<file path="src/hdl/bmprld_pkg.sv">
// Shared types and constants for the BMP run-length decoder.
// No dependencies; used by bmp_run_length_decoder.
`default_nettype none

package bmprld_pkg;

    localparam int DEF_MAX_WIDTH  = 4096;
    localparam int DEF_MAX_HEIGHT = 4096;

    localparam int BYTE_W   = 8;
    localparam int POS_W    = 12;
    localparam int HEIGHT_W = 13;
    localparam int CFG_W    = 13;
    localparam int CFG_IDX_W = 1;

    localparam logic [CFG_IDX_W-1:0] CFG_FOUR_BIT_MODE = 1'd0;
    localparam logic [CFG_IDX_W-1:0] CFG_IMAGE_HEIGHT  = 1'd1;

    localparam logic [HEIGHT_W-1:0] HEIGHT_RESET = 13'd1;

    localparam logic [BYTE_W-1:0] ESC_END_LINE   = 8'h00;
    localparam logic [BYTE_W-1:0] ESC_END_BITMAP = 8'h01;
    localparam logic [BYTE_W-1:0] ESC_DELTA      = 8'h02;

    typedef enum logic [6:0] {
        PH_COUNT   = 7'b0000001,
        PH_VALUE   = 7'b0000010,
        PH_ESCAPE  = 7'b0000100,
        PH_DELTA_X = 7'b0001000,
        PH_DELTA_Y = 7'b0010000,
        PH_ABS     = 7'b0100000,
        PH_PAD     = 7'b1000000
    } t_phase;

    typedef struct packed {
        logic              image_done;
        logic [BYTE_W-1:0] second_index;
        logic [BYTE_W-1:0] first_index;
        logic [BYTE_W-1:0] run_length;
        logic [POS_W-1:0]  start_column;
        logic [POS_W-1:0]  row;
    } t_result;

endpackage

`default_nettype wire

</file>
<file path="src/hdl/bmp_run_length_decoder.sv">
// BMP RLE8 / RLE4 pixel data decoder, top level.
// Depends on bmprld_pkg.
//
// Usage:
//   Slave stream (i_s_*) carries one compressed pixel byte per transaction;
//   tuser flags the first byte of a frame and restarts the parser at row 0,
//   column 0 before that byte is handled.
//   Master stream (o_m_*) carries one run record per painted run or absolute
//   data byte; tlast marks the record that ends the image (end of bitmap, or
//   a line end or delta that leaves the last row). After that record, bytes
//   are consumed and dropped until the next frame start.
//   Configuration (i_cfg_*) sets 4-bit mode and image height; write only
//   while the streams are idle.
// o_m_* is registered. Throughput: one byte per cycle while the skid
//   entry is empty; the decode of a byte is a single pass of phase logic
//   plus one saturating column add and one row add/compare.
// Stall: an output register plus a one-entry skid buffer hold records while
//   i_m_tready is low; o_s_tready drops while the skid entry is full.
// Reset: clears parser, position, done flag and both output entries, and
//   sets 8-bit mode with image height 1.
`default_nettype none

module bmp_run_length_decoder #(
    parameter int MAX_WIDTH  = bmprld_pkg::DEF_MAX_WIDTH,
    parameter int MAX_HEIGHT = bmprld_pkg::DEF_MAX_HEIGHT
) (
    input  wire logic                             i_clk,
    input  wire logic                             i_rst_n,
    // configuration
    input  wire logic                             i_cfg_we,
    input  wire logic [bmprld_pkg::CFG_IDX_W-1:0] i_cfg_addr,
    input  wire logic [bmprld_pkg::CFG_W-1:0]     i_cfg_data,
    // slave stream
    input  wire logic                             i_s_tvalid,
    output      logic                             o_s_tready,
    input  wire logic [7:0]                       i_s_tdata,  // [7:0] data_byte
    input  wire logic                             i_s_tuser,  // [0] frame_start
    // master stream
    output      logic                             o_m_tvalid,
    input  wire logic                             i_m_tready,
    // [11:0] row, [23:12] start_column, [31:24] run_length,
    // [39:32] first_index, [47:40] second_index
    output      logic [47:0]                      o_m_tdata,
    output      logic                             o_m_tlast   // image_done
);

    localparam int COL_W  = $clog2(MAX_WIDTH);
    localparam int ROW_W  = $clog2(MAX_HEIGHT);
    localparam int CSUM_W = ((COL_W > 8) ? COL_W : 8) + 1;
    localparam int RSUM_W = ((ROW_W > 13) ? ROW_W : 13) + 1;
    localparam logic [CSUM_W-1:0] COL_LAST  = CSUM_W'(MAX_WIDTH - 1);
    localparam logic [RSUM_W-1:0] ROW_LIMIT = RSUM_W'(MAX_HEIGHT);

    // configuration registers
    logic                                r_four_bit_mode;
    logic [bmprld_pkg::HEIGHT_W-1:0]     r_image_height;

    // parser state
    bmprld_pkg::t_phase r_phase, n_phase;
    logic [7:0]         r_pending, n_pending;
    logic [7:0]         r_pix_left, n_pix_left;
    logic               r_pad, n_pad;
    logic [7:0]         r_delta_col, n_delta_col;
    logic [COL_W-1:0]   r_col, n_col;
    logic [ROW_W-1:0]   r_row, n_row;
    logic               r_done, n_done;

    // output stage
    bmprld_pkg::t_result r_out, r_skid, res;
    logic                r_out_valid, r_skid_valid;
    logic                res_valid;

    logic               accept;
    logic               out_take;
    logic [7:0]         b;
    logic [3:0]         hi, lo;
    logic [8:0]         b_inc;
    logic [COL_W-1:0]   col_base;
    logic [ROW_W-1:0]   row_base;
    logic [7:0]         col_adv;
    logic               do_adv;
    logic               col_clr;
    logic [7:0]         row_adv;
    logic [CSUM_W-1:0]  col_sum;
    logic [RSUM_W-1:0]  row_sum;
    logic [RSUM_W-1:0]  height;
    logic               row_end;
    logic               emit;
    logic               emit_done;
    logic [7:0]         emit_len;
    logic [7:0]         emit_a;
    logic [7:0]         emit_b;
    logic [COL_W+11:0]  col_ext;
    logic [ROW_W+11:0]  row_ext;

    assign o_s_tready = !r_skid_valid;
    assign accept     = i_s_tvalid && o_s_tready;
    assign out_take   = r_out_valid && i_m_tready;

    assign b     = i_s_tdata;
    assign hi    = b[7:4];
    assign lo    = b[3:0];
    assign b_inc = {1'b0, b} + 9'd1;

    always_comb begin
        height = RSUM_W'(r_image_height);
        if (height == '0) begin
            height = RSUM_W'(1);
        end else if (height > ROW_LIMIT) begin
            height = ROW_LIMIT;
        end
    end

    assign col_base = i_s_tuser ? '0 : r_col;
    assign row_base = i_s_tuser ? '0 : r_row;

    always_comb begin
        n_phase     = r_phase;
        n_pending   = r_pending;
        n_pix_left  = r_pix_left;
        n_pad       = r_pad;
        n_delta_col = r_delta_col;
        n_done      = r_done;
        n_row       = row_base;
        col_adv     = '0;
        do_adv      = 1'b0;
        col_clr     = 1'b0;
        row_adv     = 8'd1;
        emit        = 1'b0;
        emit_done   = 1'b0;
        emit_len    = '0;
        emit_a      = '0;
        emit_b      = '0;

        if (i_s_tuser) begin
            n_phase     = bmprld_pkg::PH_COUNT;
            n_pending   = '0;
            n_pix_left  = '0;
            n_pad       = 1'b0;
            n_delta_col = '0;
            n_done      = 1'b0;
        end

        if (n_phase == bmprld_pkg::PH_DELTA_Y) begin
            row_adv = b;
        end
        row_sum = RSUM_W'(row_base) + RSUM_W'(row_adv);
        row_end = row_sum >= height;

        if (!n_done) begin
            case (n_phase)
                bmprld_pkg::PH_COUNT: begin
                    if (b != 8'd0) begin
                        n_pending = b;
                        n_phase   = bmprld_pkg::PH_VALUE;
                    end else begin
                        n_phase = bmprld_pkg::PH_ESCAPE;
                    end
                end
                bmprld_pkg::PH_VALUE: begin
                    emit      = 1'b1;
                    emit_len  = n_pending;
                    emit_a    = r_four_bit_mode ? {4'd0, hi} : b;
                    emit_b    = r_four_bit_mode ? {4'd0, lo} : b;
                    col_adv   = n_pending;
                    do_adv    = 1'b1;
                    n_pending = '0;
                    n_phase   = bmprld_pkg::PH_COUNT;
                end
                bmprld_pkg::PH_ESCAPE: begin
                    if (b == bmprld_pkg::ESC_END_LINE) begin
                        if (row_end) begin
                            emit      = 1'b1;
                            emit_done = 1'b1;
                        end else begin
                            n_row   = row_sum[ROW_W-1:0];
                            col_clr = 1'b1;
                            n_phase = bmprld_pkg::PH_COUNT;
                        end
                    end else if (b == bmprld_pkg::ESC_END_BITMAP) begin
                        emit      = 1'b1;
                        emit_done = 1'b1;
                    end else if (b == bmprld_pkg::ESC_DELTA) begin
                        n_phase = bmprld_pkg::PH_DELTA_X;
                    end else begin
                        n_pix_left = b;
                        n_pad      = r_four_bit_mode ? b_inc[1] : b[0];
                        n_phase    = bmprld_pkg::PH_ABS;
                    end
                end
                bmprld_pkg::PH_DELTA_X: begin
                    n_delta_col = b;
                    n_phase     = bmprld_pkg::PH_DELTA_Y;
                end
                bmprld_pkg::PH_DELTA_Y: begin
                    if (row_end) begin
                        emit      = 1'b1;
                        emit_done = 1'b1;
                    end else begin
                        n_row       = row_sum[ROW_W-1:0];
                        col_adv     = n_delta_col;
                        do_adv      = 1'b1;
                        n_delta_col = '0;
                        n_phase     = bmprld_pkg::PH_COUNT;
                    end
                end
                bmprld_pkg::PH_ABS: begin
                    emit   = 1'b1;
                    do_adv = 1'b1;
                    if (r_four_bit_mode) begin
                        col_adv = (n_pix_left >= 8'd2) ? 8'd2 : 8'd1;
                        emit_a  = {4'd0, hi};
                        emit_b  = {4'd0, lo};
                    end else begin
                        col_adv = 8'd1;
                        emit_a  = b;
                        emit_b  = b;
                    end
                    emit_len   = col_adv;
                    n_pix_left = (n_pix_left > col_adv) ? n_pix_left - col_adv : 8'd0;
                    if (n_pix_left == 8'd0) begin
                        n_phase = n_pad ? bmprld_pkg::PH_PAD : bmprld_pkg::PH_COUNT;
                    end
                end
                bmprld_pkg::PH_PAD: begin
                    n_pad   = 1'b0;
                    n_phase = bmprld_pkg::PH_COUNT;
                end
                default: begin
                    n_phase     = bmprld_pkg::PH_COUNT;
                    n_pending   = '0;
                    n_pix_left  = '0;
                    n_pad       = 1'b0;
                    n_delta_col = '0;
                end
            endcase

            if (emit_done) begin
                n_done      = 1'b1;
                n_phase     = bmprld_pkg::PH_COUNT;
                n_pending   = '0;
                n_pix_left  = '0;
                n_pad       = 1'b0;
                n_delta_col = '0;
            end
        end

        col_sum = CSUM_W'(col_base) + CSUM_W'(col_adv);
        if (col_sum > COL_LAST) begin
            col_sum = COL_LAST;
        end
        n_col = col_clr ? '0 : (do_adv ? col_sum[COL_W-1:0] : col_base);
    end

    assign col_ext   = {12'd0, col_base};
    assign row_ext   = {12'd0, row_base};
    assign res_valid = accept && emit;

    always_comb begin
        res.row          = row_ext[11:0];
        res.start_column = col_ext[11:0];
        res.run_length   = emit_len;
        res.first_index  = emit_a;
        res.second_index = emit_b;
        res.image_done   = emit_done;
    end

    always_ff @(posedge i_clk) begin
        if (!i_rst_n) begin
            r_four_bit_mode <= 1'b0;
            r_image_height  <= bmprld_pkg::HEIGHT_RESET;
        end else if (i_cfg_we) begin
            case (i_cfg_addr)
                bmprld_pkg::CFG_FOUR_BIT_MODE: r_four_bit_mode <= i_cfg_data[0];
                bmprld_pkg::CFG_IMAGE_HEIGHT:  r_image_height  <= i_cfg_data;
                default: begin
                end
            endcase
        end
    end

    always_ff @(posedge i_clk) begin
        if (!i_rst_n) begin
            r_phase     <= bmprld_pkg::PH_COUNT;
            r_pending   <= '0;
            r_pix_left  <= '0;
            r_pad       <= 1'b0;
            r_delta_col <= '0;
            r_col       <= '0;
            r_row       <= '0;
            r_done      <= 1'b0;
        end else if (accept) begin
            r_phase     <= n_phase;
            r_pending   <= n_pending;
            r_pix_left  <= n_pix_left;
            r_pad       <= n_pad;
            r_delta_col <= n_delta_col;
            r_col       <= n_col;
            r_row       <= n_row;
            r_done      <= n_done;
        end
    end

    always_ff @(posedge i_clk) begin
        if (!i_rst_n) begin
            r_out_valid  <= 1'b0;
            r_skid_valid <= 1'b0;
        end else if (r_skid_valid) begin
            if (out_take) begin
                r_out        <= r_skid;
                r_skid_valid <= 1'b0;
            end
        end else if (res_valid) begin
            if (!r_out_valid || out_take) begin
                r_out       <= res;
                r_out_valid <= 1'b1;
            end else begin
                r_skid       <= res;
                r_skid_valid <= 1'b1;
            end
        end else if (out_take) begin
            r_out_valid <= 1'b0;
        end
    end

    assign o_m_tvalid = r_out_valid;
    assign o_m_tdata  = {r_out.second_index, r_out.first_index, r_out.run_length,
                         r_out.start_column, r_out.row};
    assign o_m_tlast  = r_out.image_done;

endmodule

`default_nettype wire
</file>
<file path="config.mk">
export PLATFORM = sky130hd
export DESIGN_NAME = bmp_run_length_decoder
export DESIGN_NICKNAME = d
export VERILOG_FILES = /design/src/hdl/bmprld_pkg.sv /design/src/hdl/bmp_run_length_decoder.sv
export SDC_FILE = /design/constraint.sdc
export NUM_CORES = 1
export LEC_CHECK = 0
export ABC_AREA = 1
export BUFFER_PORTS_ARGS = -buffer_cell sky130_fd_sc_hd__buf_2
export CAP_MARGIN = 10
export CORE_MARGIN = 1.5
export CORE_UTILIZATION = 60
export CTS_BUF_LIST = sky130_fd_sc_hd__clkbuf_4 sky130_fd_sc_hd__clkbuf_8
export CTS_CLUSTER_DIAMETER = 120
export DETAILED_ROUTE_END_ITERATION = 10
export PLACE_DENSITY = 0.81
export SETUP_SLACK_MARGIN = 0.4
export SLEW_MARGIN = 30
export SYNTH_ARGS = -nofsm -noshare
export SYNTH_HDL_FRONTEND = slang
export SYNTH_SLANG_ARGS = --single-unit
</file>
<file path="constraint.sdc">
create_clock -name i_clk -period 9.4 [get_ports i_clk]
set_clock_uncertainty 0.2 [all_clocks]
set_input_delay 0.47 -clock i_clk [delete_from_list [all_inputs] [get_ports i_clk]]
set_output_delay 0.47 -clock i_clk [all_outputs]
set_load 0.01 [all_outputs]
</file>
==> results.py <==
metrics = {
    "power_and_ir_drop": {
        "power_density_nw_per_um2": 139,
        "switching_share": 0.287,
        "total_power_mw": 1.52,
        "p_switching_uw": 436,
        "power_frac_seq": 0.506,
        "vdd_drop_max_mv": 0.0906,
        "power_leakage_nw": 4.74,
        "p_int_mw": 1.09,
        "power_frac_clock": 0.372,
        "p_comb_frac": 0.122,
    },
    "floorplanning": {
        "pin_count": 79,
        "rows": 47,
        "fp.dieW_um": 132,
        "dieHeight_um": 132,
        "start_util": 0.608,
        "core_area_um2": 16500,
        "dieArea_um2": 17500,
    },
    "logic_synthesis": {
        "synth_top_area_share": 0.270,
        "syn_inst": 1339,
        "yosysSeqAreaShare": 0.416,
        "synthesis.nets": 1404,
        "synth.largest_area_cell": "edfxtp_1",
        "ys_async_sr_fraction": 0,
        "synth.avg_cell_area_um2": 7.48,
        "synth.distinct_cells": 52,
        "synth_area_leaders": "edfxtp_1 27%, dfxtp_1 15%, nand2_1 12%, nor2_1 8.6%, o21ai_0 5.1%",
        "synth-main-ff-cell": "edfxtp_1",
        "synth_edf_count": 90,
        "yosys_register_bits": 163,
        "ys_warn_count": 0,
        "syn-cell-area_um2": 10000,
    },
    "placed_design": {
        "finalWeightedCongestion": 0.966,
        "hpwl_mm": 18.2,
        "port_buffers": 78,
    },
    "route": {
        "viasPerCell": 5.59,
        "vias": 9092,
        "first_iter_violations": 853,
        "antenna_left": 0,
        "first_pass_iters": 5,
        "routedWlPerCell_um": 15.6,
        "drt-total-wl_mm": 25.4,
        "drc": 0,
    },
    "clock_network": {
        "cts.path.max_buffers": 2,
        "cts_sinks": 163,
        "clk_latency_ps": 480,
        "cts_tree": "yes",
        "cts_hold_repair.buffers": 0,
        "ctsResizeCount": 0,
        "cts_max_level": 4,
        "root_buffer": "clkbuf_8",
        "cts_setup_buffers": 0,
        "numCtsBuffers": 17,
        "clk_pin_slew_ps": 100,
    },
    "timing": {
        "fin_crit_sh": 0.688,
        "tightest_slew_ps": 806,
        "rsz0062_at_grt": "false",
        "max_slew_margin": 0.458,
        "finalSetupTns_ps": 0,
        "max_freq_mhz": 155,
        "setup_viol": 0,
        "drv_slew": 0,
        "finalHoldViolCount": 0,
        "min_period_ps": 6470,
    },
    "hold_path": {
        "min_from": "i_cfg_data[0]",
        "hp-class": "primary input to flip-flop",
    },
    "global_routing": {
        "grt_max_degree": 66,
        "gr-total-overflow": 0,
        "antenna_found_initial": 0,
        "grt_pass1_wl_mm": 40.7,
        "first_global_vias": 7957,
        "grt_use_total": 0.293,
    },
    "critical_path": {
        "worst_ep_arrival_time_ps": 6620,
        "critPathMaxFanout": 34,
        "startpoint_type": "primary input",
        "crit_path_max_incr_delay_ps": 390,
        "crit_slowest_cell": "fa_1",
        "startpoint": "i_s_tuser",
        "cp_num_buf_inv": 9,
        "crit_top_cell": "nand2_1",
        "crit_required_ps": 9550,
        "end_kind": "flip-flop",
        "reg2reg_from": "r_phase[0]",
        "path_class": "primary input to flip-flop",
        "cp_top_family": "simple AND/OR/NAND/NOR gates",
    },
    "layout": {
        "fin_nets": 1460,
        "fillers": 1437,
        "diodes": 0,
        "drive_above_1_share": 0.147,
        "mostFrequentLayoutCells": "317 x nand2_1, 228 x nor2_1, 128 x inv_1, 102 x o21ai_0, 90 x edfxtp_1",
        "final_core_util": 0.664,
        "mostFrequentLayoutCell": "nand2_1",
        "syn_to_final_growth_pct": 9.23,
    },
    "status": {
        "outcome": "finished, final reports clean",
    },
    "run": {
        "drv_cap": 0,
    },
}
-- final cells by class --
| class | count | area, um^2 | area share |
|---|---|---|---|
| Inverter | 144 | 553 | 0.0505 |
| Clock buffer | 17 | 234 | 0.0214 |
| Clock inverter | 14 | 191 | 0.0175 |
| Timing Repair Buffer | 88 | 465 | 0.0425 |
| Multi-Input combinational cell | 981 | 5060 | 0.462 |
| Sequential cell | 163 | 4170 | 0.381 |
| Tap cell | 220 | 275 | 0.0252 |
-- cells by family after synthesis --
kind of cell	count (synthesis)	share of synthesized area
XOR/XNOR	16	0.0140
buffers and inverters	195	0.0819
flip-flops	163	0.416
AND/OR/NAND/NOR	700	0.313
multiplexers	1	0.00112
adder cells (fa/ha/maj)	37	0.0485
AO/OA/AOI/OAI	227	0.125
-- sequential cells by signal, summed over array words and instances, names as in the netlist --
signal           flops
o_m_tvalid           1
r_phase              7
o_m_tlast            1
r_delta_col          8
r_done               1
r_col               12
r_pad                1
r_row               12
r_pix_left           8
r_skid              45
r_skid_valid         1
o_m_tdata           44
r_four_bit_mode      1
r_pending            8
r_image_height      13
-- layer usage --
metal | GRT usage | routed length (um) | vias to the layer above
li1 | - | - | 4487
met1 | 0.422 | 11500 | 4124
met2 | 0.457 | 11200 | 433
met3 | 0.0446 | 2160 | 48
met4 | 0.0891 | 554 | 0
met5 | 0 | 0 | -
-- tightest hold or removal path: cells and delay by family --
kind	cells	cell delay, ps
buffers and inverters	1	90
AND/OR/NAND/NOR	2	110
-- metrics by stage --
| step | hold WS (ps) | setup WS [ps] | instance area [um^2] | instances |
|---|---|---|---|---|
| final | 28.3 | 2930 | 10900 | 1627 |
| after global placement | 253 | 2810 | 10500 | 1596 |
| after CTS | 15.5 | 3050 | 10900 | 1627 |
| after global routing | 35.7 | 2450 | 10900 | 1627 |
| after detailed placement | 258 | 2600 | 10500 | 1596 |
| after floorplan | 245 | 2660 | 10000 | 1339 |
-- cell usage after synthesis, types with 12 or more instances --
cell	count
nand2_1	317
nor2_1	229
inv_1	129
o21ai_0	102
edfxtp_1	90
a21oi_1	76
dfxtp_1	73
nand3_1	73
ha_1	34
clkbuf_1	26
nand2_2	24
xor2_1	12
-- power groups by stage --
stage / logic [mW] / registers [mW] / clock network, mW
floorplan: 0.136 / 0.785 / 0
global placement: 0.178 / 0.786 / 0
detailed placement: 0.181 / 0.787 / 0
CTS: 0.182 / 0.770 / 0.565
global route: 0.205 / 0.773 / 0.595
finish: 0.186 / 0.771 / 0.566
-- final timing paths --
kind                       end  slack (ps)  cells past startpoint
max                   r_col[4]        2930                     40
max reg2reg           r_col[4]        3270                     37
min reg2reg          r_col[11]         270                      2
min          r_image_height[0]          30                      3
Power figures use the tool's default switching activity.
